File: config.mk
export PLATFORM = sky130hd
export DESIGN_NAME = mse_front
export DESIGN_NICKNAME = d
export VERILOG_FILES = /design/src/hdl/mse_pkg.sv /design/src/hdl/mse_front.sv
export SDC_FILE = /design/constraint.sdc
export NUM_CORES = 1
export LEC_CHECK = 0
export ABC_CLOCK_PERIOD_IN_PS = 3500
export BUFFER_PORTS_ARGS = -buffer_cell sky130_fd_sc_hd__clkbuf_2
export CORE_MARGIN = 4
export CORE_UTILIZATION = 55
export CTS_CLUSTER_SIZE = 40
export DETAILED_ROUTE_END_ITERATION = 8
export GPL_ROUTABILITY_DRIVEN = 0
export PLACE_DENSITY = 0.92
export SKIP_CTS_REPAIR_TIMING = 1
export SLEW_MARGIN = 5
export SYNTH_ARGS = -nofsm -noshare
export SYNTH_HDL_FRONTEND = slang
export SYNTH_SLANG_ARGS = --single-unit
File: constraint.sdc
create_clock -name clock -period 3.5 [get_ports clock]
set_input_delay 0.175 -clock clock [delete_from_list [all_inputs] [get_ports clock]]
set_output_delay 0.175 -clock clock [all_outputs]
set_load 0.01 [all_outputs]
File: src/hdl/mse_pkg.sv
// ----------------------------------------------------------------------------
// mse_pkg: shared types and constants of the MIPS subset executor
// Field widths, opcodes and the word types passed between front and back.
// ----------------------------------------------------------------------------
`default_nettype none

package mse_pkg;

   localparam int PROGRAM_WORDS = 128;
   localparam int DATA_WORDS    = 128;
   localparam int PROG_AW = $clog2(PROGRAM_WORDS);
   localparam int DATA_AW = $clog2(DATA_WORDS);
   localparam int PLEN_W  = $clog2(PROGRAM_WORDS + 1);
   localparam int QUEUE_DEPTH = 2;

   localparam logic [5:0] OP_RTYPE = 6'd0;
   localparam logic [5:0] OP_J     = 6'd2;
   localparam logic [5:0] OP_JAL   = 6'd3;
   localparam logic [5:0] OP_BEQ   = 6'd4;
   localparam logic [5:0] OP_BNE   = 6'd5;
   localparam logic [5:0] OP_ADDI  = 6'd8;
   localparam logic [5:0] OP_LW    = 6'd35;
   localparam logic [5:0] OP_SW    = 6'd43;

   localparam logic [5:0] FN_SLL = 6'd0;
   localparam logic [5:0] FN_ADD = 6'd32;
   localparam logic [5:0] FN_SUB = 6'd34;
   localparam logic [5:0] FN_AND = 6'd36;
   localparam logic [5:0] FN_OR  = 6'd37;
   localparam logic [5:0] FN_SLT = 6'd42;

   localparam logic [4:0] REG_SP = 5'd29;
   localparam logic [4:0] REG_RA = 5'd31;

   typedef struct packed {
      logic        mode;
      logic [31:0] instruction_word;
   } req_word_type;

   typedef struct packed {
      logic               load_accepted;
      logic               halted;
      logic        [31:0] executed_pc;
      logic        [31:0] next_pc;
      logic               reg_written;
      logic        [4:0]  reg_index;
      logic signed [31:0] reg_value;
      logic               mem_written;
      logic        [6:0]  mem_address;
      logic signed [31:0] mem_value;
   } rsp_word_type;

endpackage

`default_nettype wire

File: src/hdl/mse_front.sv
// ----------------------------------------------------------------------------
// mse_front: request classifier and queue
// Accepts request words into a short queue; the back end pops them.
// ----------------------------------------------------------------------------
`default_nettype none

module mse_front
   import mse_pkg::*;
(
   input  wire logic         clock,
   input  wire logic         reset,
   input  wire logic         in_valid,
   output logic              in_ready,
   input  wire req_word_type in_word,
   output logic              q_valid,
   output req_word_type      q_word,
   input  wire logic         q_pop
);

   localparam int QW = $clog2(QUEUE_DEPTH);

   req_word_type          slot_ff [QUEUE_DEPTH];
   logic [QW-1:0]         rd_ff, rd_in, wr_ff, wr_in;
   logic [QW:0]           cnt_ff, cnt_in;
   logic                  push;

   assign in_ready = (cnt_ff != (QW+1)'(QUEUE_DEPTH)) || q_pop;
   assign push     = in_valid && in_ready;
   assign q_valid  = cnt_ff != '0;
   assign q_word   = slot_ff[rd_ff];

   // pointer and count update
   always_comb begin
      rd_in  = rd_ff;
      wr_in  = wr_ff;
      cnt_in = cnt_ff;
      if (push) begin
         wr_in  = (wr_ff == QW'(QUEUE_DEPTH - 1)) ? '0 : wr_ff + 1'b1;
         cnt_in = cnt_in + 1'b1;
      end
      if (q_pop) begin
         rd_in  = (rd_ff == QW'(QUEUE_DEPTH - 1)) ? '0 : rd_ff + 1'b1;
         cnt_in = cnt_in - 1'b1;
      end
   end

   always_ff @(posedge clock) begin
      if (reset) begin
         rd_ff  <= '0;
         wr_ff  <= '0;
         cnt_ff <= '0;
      end else begin
         rd_ff  <= rd_in;
         wr_ff  <= wr_in;
         cnt_ff <= cnt_in;
      end
      if (push) slot_ff[wr_ff] <= in_word;
   end

   pop_nonempty: assert property (@(posedge clock) disable iff (reset)
      q_pop |-> q_valid) else $error("pop from empty queue");
   cnt_bound: assert property (@(posedge clock) disable iff (reset)
      cnt_ff <= (QW+1)'(QUEUE_DEPTH)) else $error("queue overfilled");
   push_counts: assert property (@(posedge clock) disable iff (reset)
      (push && !q_pop) |=> cnt_ff == $past(cnt_ff) + 1'b1)
      else $error("queue count lost a push");

endmodule

`default_nettype wire

==> results of run 1 <==
registers in the layout, summed over array words and instances, names as in the netlist, named ones only:
register,cells
slot_ff,66
cnt_ff,2
rd_ff,1
wr_ff,1
metal layers:
| metal | GRT usage, % | wire, um | up-vias | share of wire, % |
|---|---|---|---|---|
| li1 | - | - | 691 | - |
| met1 | 19.7 | 1920 | 702 | 40 |
| met2 | 27.2 | 2440 | 51 | 51 |
| met3 | 6.50 | 342 | 12 | 7.1 |
| met4 | 9.79 | 97 | 0 | 2.0 |
| met5 | 0 | 0 | - | 0 |
worst max-delay path, stage by stage, from the launching register on:
cell and delay [ps]:
dfxtp_1 430, inv_1 100, ha_1 210, nor2b_4 130
or3_1 330, inv_1 510, buf_12 250
worst min path at each step:
stage                               endpoint  slack (ps)  cells past startpoint
floorplan            slot_ff[0][0]$_DFFE_PP_         270                      0
global placement    slot_ff[0][21]$_DFFE_PP_         370                      1
detailed placement  slot_ff[0][31]$_DFFE_PP_         370                      1
CTS                 slot_ff[0][31]$_DFFE_PP_          10                      1
global route         slot_ff[1][0]$_DFFE_PP_           7                      1
finish              slot_ff[0][31]$_DFFE_PP_          30                      1
power breakdown:
group | switching (mW) | internal, mW | leakage, nW
sequential | 0.0202 | 1.01 | 0.659
combinational | 0.147 | 0.125 | 0.524
clock | 0.286 | 0.250 | 0.0846
synth_stat cells, drive strengths merged:
library cell  instances  share of area, %
edfxtp               66                74
mux2                 33                14
o21ai                 1              0.19
xor2                  1              0.33
nor3                  1              0.19
o211ai                1              0.28
and3b                 1              0.33
a21oi                 2              0.37
or3                   1              0.23
ha                    2              0.93
nor4b                 1              0.33
clkbuf                1              0.14
nor2b                 1              0.51
buf                   5               1.2
dfxtp                 5               3.7
nor2                  3              0.42
o22ai                 1              0.23
xnor2                 1              0.33
nand4b                1              0.33
nand4                 1              0.23
inv                   6              0.84
a2111oi               1              0.56
and3                  2              0.51
nor3b                 2              0.56
kinds of logic (layout without fill, tap and decap cells):
group / Yosys count / count (layout) / synth area share [%]
flops: 71 / 71 / 77.3
simple gates: 14 / 14 / 3.62
buf+inv: 12 / 95 / 2.14
fa+ha+maj: 2 / 2 / 0.928
compound gates: 6 / 6 / 1.62
mux: 33 / 33 / 13.8
xor+xnor: 2 / 2 / 0.650
per-stage QoR:
step | setup slack [ps] | utilization, %
finish | 1240 | 69.7
global route | 1120 | 69.7
CTS | 1220 | 69.7
detailed placement | 1230 | 66.2
global placement | 1330 | 66.2
floorplan | 1360 | -
layout make-up:
class / count / area (sq um)
Sequential cell: 71 / 2080
Fill cell: 310 / 1430
Multi-Input combinational cell: 57 / 556
Timing Repair Buffer: 73 / 383
Clock buffer: 9 / 124
Tap cell: 67 / 83.8
Clock inverter: 7 / 40.0
Inverter: 6 / 22.5
==> results_dict.tcl, run 1 <==
set metrics [dict create \
    status "completed" \
    peakVddDrop_uv 380 \
    cap_viol_max_count 0 \
    min_path_type "in -> reg" \
    final_cell_mix "clkbuf_2 (71), edfxtp_1 (66), mux2_2 (33), clkbuf_8 (9)" \
    timing.hold.ws_ps 29.6 \
    h-tree-depth 3 \
    cp_max_fo 18 \
    r2r-end "slot_ff[0][14]$_DFFE_PP_" \
    finalHoldViolations 0 \
    cp-endpoint "slot_ff[0][14]$_DFFE_PP_" \
    crit_type "reg -> reg" \
    syn_inst 140 \
    clk_latency_ps 330 \
    worst_pin_slew_ps 759 \
    design_area_sq_um 3290 \
    ys_seq_area_share_pct 77.3 \
    cts_buffers 9 \
    core_sq_um 4720 \
    yosysWarnings 0 \
    cts_tree "done" \
    power.density_nw_per_um2 557 \
    final_common_cell "clkbuf_2" \
    finalSetupTns_ps 0 \
    grt.overflow.total 0 \
    clk_path_buf_depth 2 \
    grt_pass1_wl_um 7520 \
    boundaryPins 72 \
    synthesis.area_sq_um 2700 \
    diodes 0 \
    clk_pin_slew_worst_paths_ps 70 \
    area_growth_pct 22.1 \
    die_area_sq_um 6080 \
    place_area_sq_um 3130 \
    fp.dieH_um 78 \
    die_w_um 78 \
    skew_ps 5.83 \
    start_kind "flop" \
    slew_headroom_pct 49.4 \
    hp-start "in_word[31]" \
    rsz0062_at_grt "no" \
    dp_cells 274 \
    drt_pre_antenna_iters 4 \
    fin_crit_sh_pct 64.4 \
    finalSetupViolCount 0 \
    p_leak_nw 1.27 \
    routed_wl_um 4800 \
    finalPower_mw 1.83 \
    root_buffer "clkbuf_8" \
    viasPerCell 5.02 \
    drive_gt1_share_pct 56.5 \
    portBuffers 71 \
    required_ps 3540 \
    dpl.hpwl_um 3300 \
    r2r_cells 6 \
    r2r_slack_ps 1240 \
    cts_num_sinks 71 \
    ant_nets 0 \
    crit_path_start "cnt_ff[0]$_SDFF_PP0_" \
    synth-seq-cells 71 \
    crit_arrival_ps 2290 \
    reg2reg_from "cnt_ff[0]$_SDFF_PP0_" \
    rows 25 \
    fin_nets 257 \
    min_period_ps 2260 \
    maxSlewViolCount 0 \
    first_global_vias 1541 \
    cp-end-kind "flop" \
    ys_types 27 \
    start_util_pct 57.1 \
    max_freq_mhz 443 \
    drt-initial-drc-count 123 \
    vias 1456 \
    syn-num-nets 179 \
    stdcell_count 290 \
    track_usage_pct 17.1 \
    wl_per_cell_um 16.6 \
    drc 0 \
    synth_area_per_cell_sq_um 19.3 \
    antenna_found_initial 0 \
    grt_max_degree 34 \
]
Note: power is estimated with default switching activity, not from simulation.
==> run 2, diff against run 1 <==
ABC_CLOCK_PERIOD_IN_PS = 1880   (was 3500)
CORE_UTILIZATION = 46   (was 55)
PLACE_DENSITY = 0.83   (was 0.92)
clock period = 1.88 ns   (was 3.5 ns; I/O delays follow)
==> run 2 against run 1 <==
Net effect: flip-flop and latch count unchanged; sequential share of layout area down 7.3 points; first-iteration DRC count down 33%; clock power up 130%; global-route usage down 3.5 points; power up 100%; sequential power up 84%; routed wire length up 6.3%; maximum frequency up 30%; critical path depth unchanged; final area up 13%; critical endpoint is now slot_ff[0][11]$_DFFE_PP_; highest routed layer unchanged.
==> results_dict.tcl, run 2 (same netlist as run 1, synthesis figures left out) <==
set metrics [dict create \
    power.density_nw_per_um2 1000 \
    place_area_sq_um 3190 \
    cp-endpoint "slot_ff[0][11]$_DFFE_PP_" \
    dp_cells 283 \
    required_ps 1920 \
    min_period_ps 1740 \
    grt_max_degree 34 \
    rsz0062_at_grt "no" \
    status "completed" \
    critPathMaxStageDelay_ps 370 \
    intPower_mw 2.90 \
    largest_register "slot_ff" \
    start_util_pct 48.1 \
    r2r-end "slot_ff[0][11]$_DFFE_PP_" \
    boundaryPins 72 \
    swShare_pct 22.3 \
    track_usage_pct 13.6 \
    drc 0 \
    portBuffers 71 \
    cap_viol_max_count 0 \
    clk_latency_ps 330 \
    start_kind "flop" \
    grt.overflow.total 0 \
    r2r_cells 6 \
    max_freq_mhz 576 \
    p_leak_nw 1.44 \
    largest_reg_flops 66 \
    die_area_sq_um 7150 \
    peakVddDrop_uv 554 \
    timing.hold.ws_ps 88.1 \
    r2r_slack_ps 140 \
    dp_slack_ps 149 \
    skew_ps 6.81 \
    core_sq_um 5610 \
    fin_crit_sh_pct 92.4 \
    switching_power_mw 0.831 \
    crit_arrival_ps 1780 \
    drt-initial-drc-count 83 \
    rows 27 \
    p_clk_share_pct 32.9 \
    cts_tree "done" \
    clk_path_buf_depth 2 \
    fin_nets 294 \
    multi_input_area_sq_um 556 \
    worst_slack_ps 143 \
    crit_path_start "cnt_ff[0]$_SDFF_PP0_" \
    die_w_um 84.5 \
    stdcell_count 331 \
    pwr-share-seq_pct 51.1 \
    drive_gt1_share_pct 49.0 \
    slew_headroom_pct 77.4 \
    area_growth_pct 38.1 \
    largestRegisters "slot_ff: 66 flops, cnt_ff: 2 flops" \
    cts_num_sinks 71 \
    antenna_found_initial 0 \
    dpl.hpwl_um 3290 \
    diodes 0 \
    grt_pass1_wl_um 7320 \
    regArea_sq_um 2080 \
    cts_buffers 9 \
    design_area_sq_um 3720 \
    h-tree-depth 3 \
    wl_per_cell_um 15.4 \
    finalHoldViolations 0 \
    fp.dieH_um 84.5 \
    slowest_stage "or3_1" \
    maxSlewViolCount 0 \
    cp-end-kind "flop" \
    final_common_cell "clkbuf_2" \
    vias 1589 \
    nFillCells 385 \
    min_path_type "in -> reg" \
    final_cell_mix "clkbuf_2 (71), edfxtp_1 (66), mux2_2 (33), dlygate4sd3_1 (33), clkbuf_8 (9)" \
    p_comb_share_pct 16.0 \
    root_buffer "clkbuf_8" \
    ant_nets 0 \
    drt_pre_antenna_iters 4 \
    first_global_vias 1498 \
    viasPerCell 4.80 \
    worst_pin_slew_ps 340 \
    clk_pin_slew_worst_paths_ps 70 \
    cp_max_fo 16 \
    reg2reg_from "cnt_ff[0]$_SDFF_PP0_" \
    path_cells "inv_1 -> ha_1 -> nor2b_4 -> or3_1 -> clkinvlp_4 -> buf_12" \
    worstHoldPathCells 2 \
    crit_type "reg -> reg" \
    finalSetupViolCount 0 \
    finalSetupTns_ps 0 \
    routed_wl_um 5110 \
]
run 2: cell types whose count changed in the layout (fill, tap and decap cells not counted), moves of 2 or more:
cell / before / now
clkinv_2: 5 / 1
dlygate4sd3_1: 0 / 33
buf_4: 1 / 3
buf_12: 1 / 3
clkinv_1: 0 / 3
bufinv_16: 0 / 2
run 2: power by group through the flow:
stage	logic [mW]	clock network, mW	registers, mW
floorplan	0.310	0	1.93
global placement	0.536	0	1.93
detailed placement	0.544	0	1.94
CTS	0.547	1.25	1.90
global route	0.642	1.32	1.91
finish	0.596	1.23	1.90
run 2: through the flow:
stage          power, mW  utilization, %
6_report            3.73            66.4
3_3_place_gp        2.47            56.9
3_5_place_dp        2.48            56.9
4_1_cts             3.70            60.5
5_1_grt             3.88            66.4
2_1_floorplan       2.24               -
run 2: layout make-up:
| type | count | share of cell area, % |
|---|---|---|
| timing repair buffer | 110 | 20.6 |
| inverter | 6 | 0.706 |
| clock inverter | 6 | 2.05 |
| clock buffer | 9 | 3.33 |
| sequential | 71 | 55.9 |
| multi-input combinational | 57 | 14.9 |
| tap | 72 | 2.42 |
run 2: routing by layer:
metal,routed length [um],track usage [%],vias to the layer above
met5,0,0,-
met1,2090,16.1,753
li1,-,-,768
met3,318,3.83,9
met2,2600,22.4,59
met4,92,7.34,0
run 2: worst max-delay path, delay by kind of cell (launching register included):
family | cells | cell delay (ps)
flip-flops | 1 | 330
AND/OR/NAND/NOR | 2 | 500
adder cells (fa/ha/maj) | 1 | 190
buffers and inverters | 3 | 410
run 2: worst min-delay path by stage:
| stage | from | to | slack (ps) |
|---|---|---|---|
| 5_1_grt | reset | wr_ff$_SDFFE_PP0P_ | 80 |
| 6_report | reset | wr_ff$_SDFFE_PP0P_ | 90 |
| 4_1_cts | in_word[10] | slot_ff[1][10]$_DFFE_PP_ | -70 |
| 3_3_place_gp | in_word[9] | slot_ff[1][9]$_DFFE_PP_ | 290 |
| 2_1_floorplan | in_word[0] | slot_ff[0][0]$_DFFE_PP_ | 190 |
| 3_5_place_dp | in_word[9] | slot_ff[1][9]$_DFFE_PP_ | 290 |
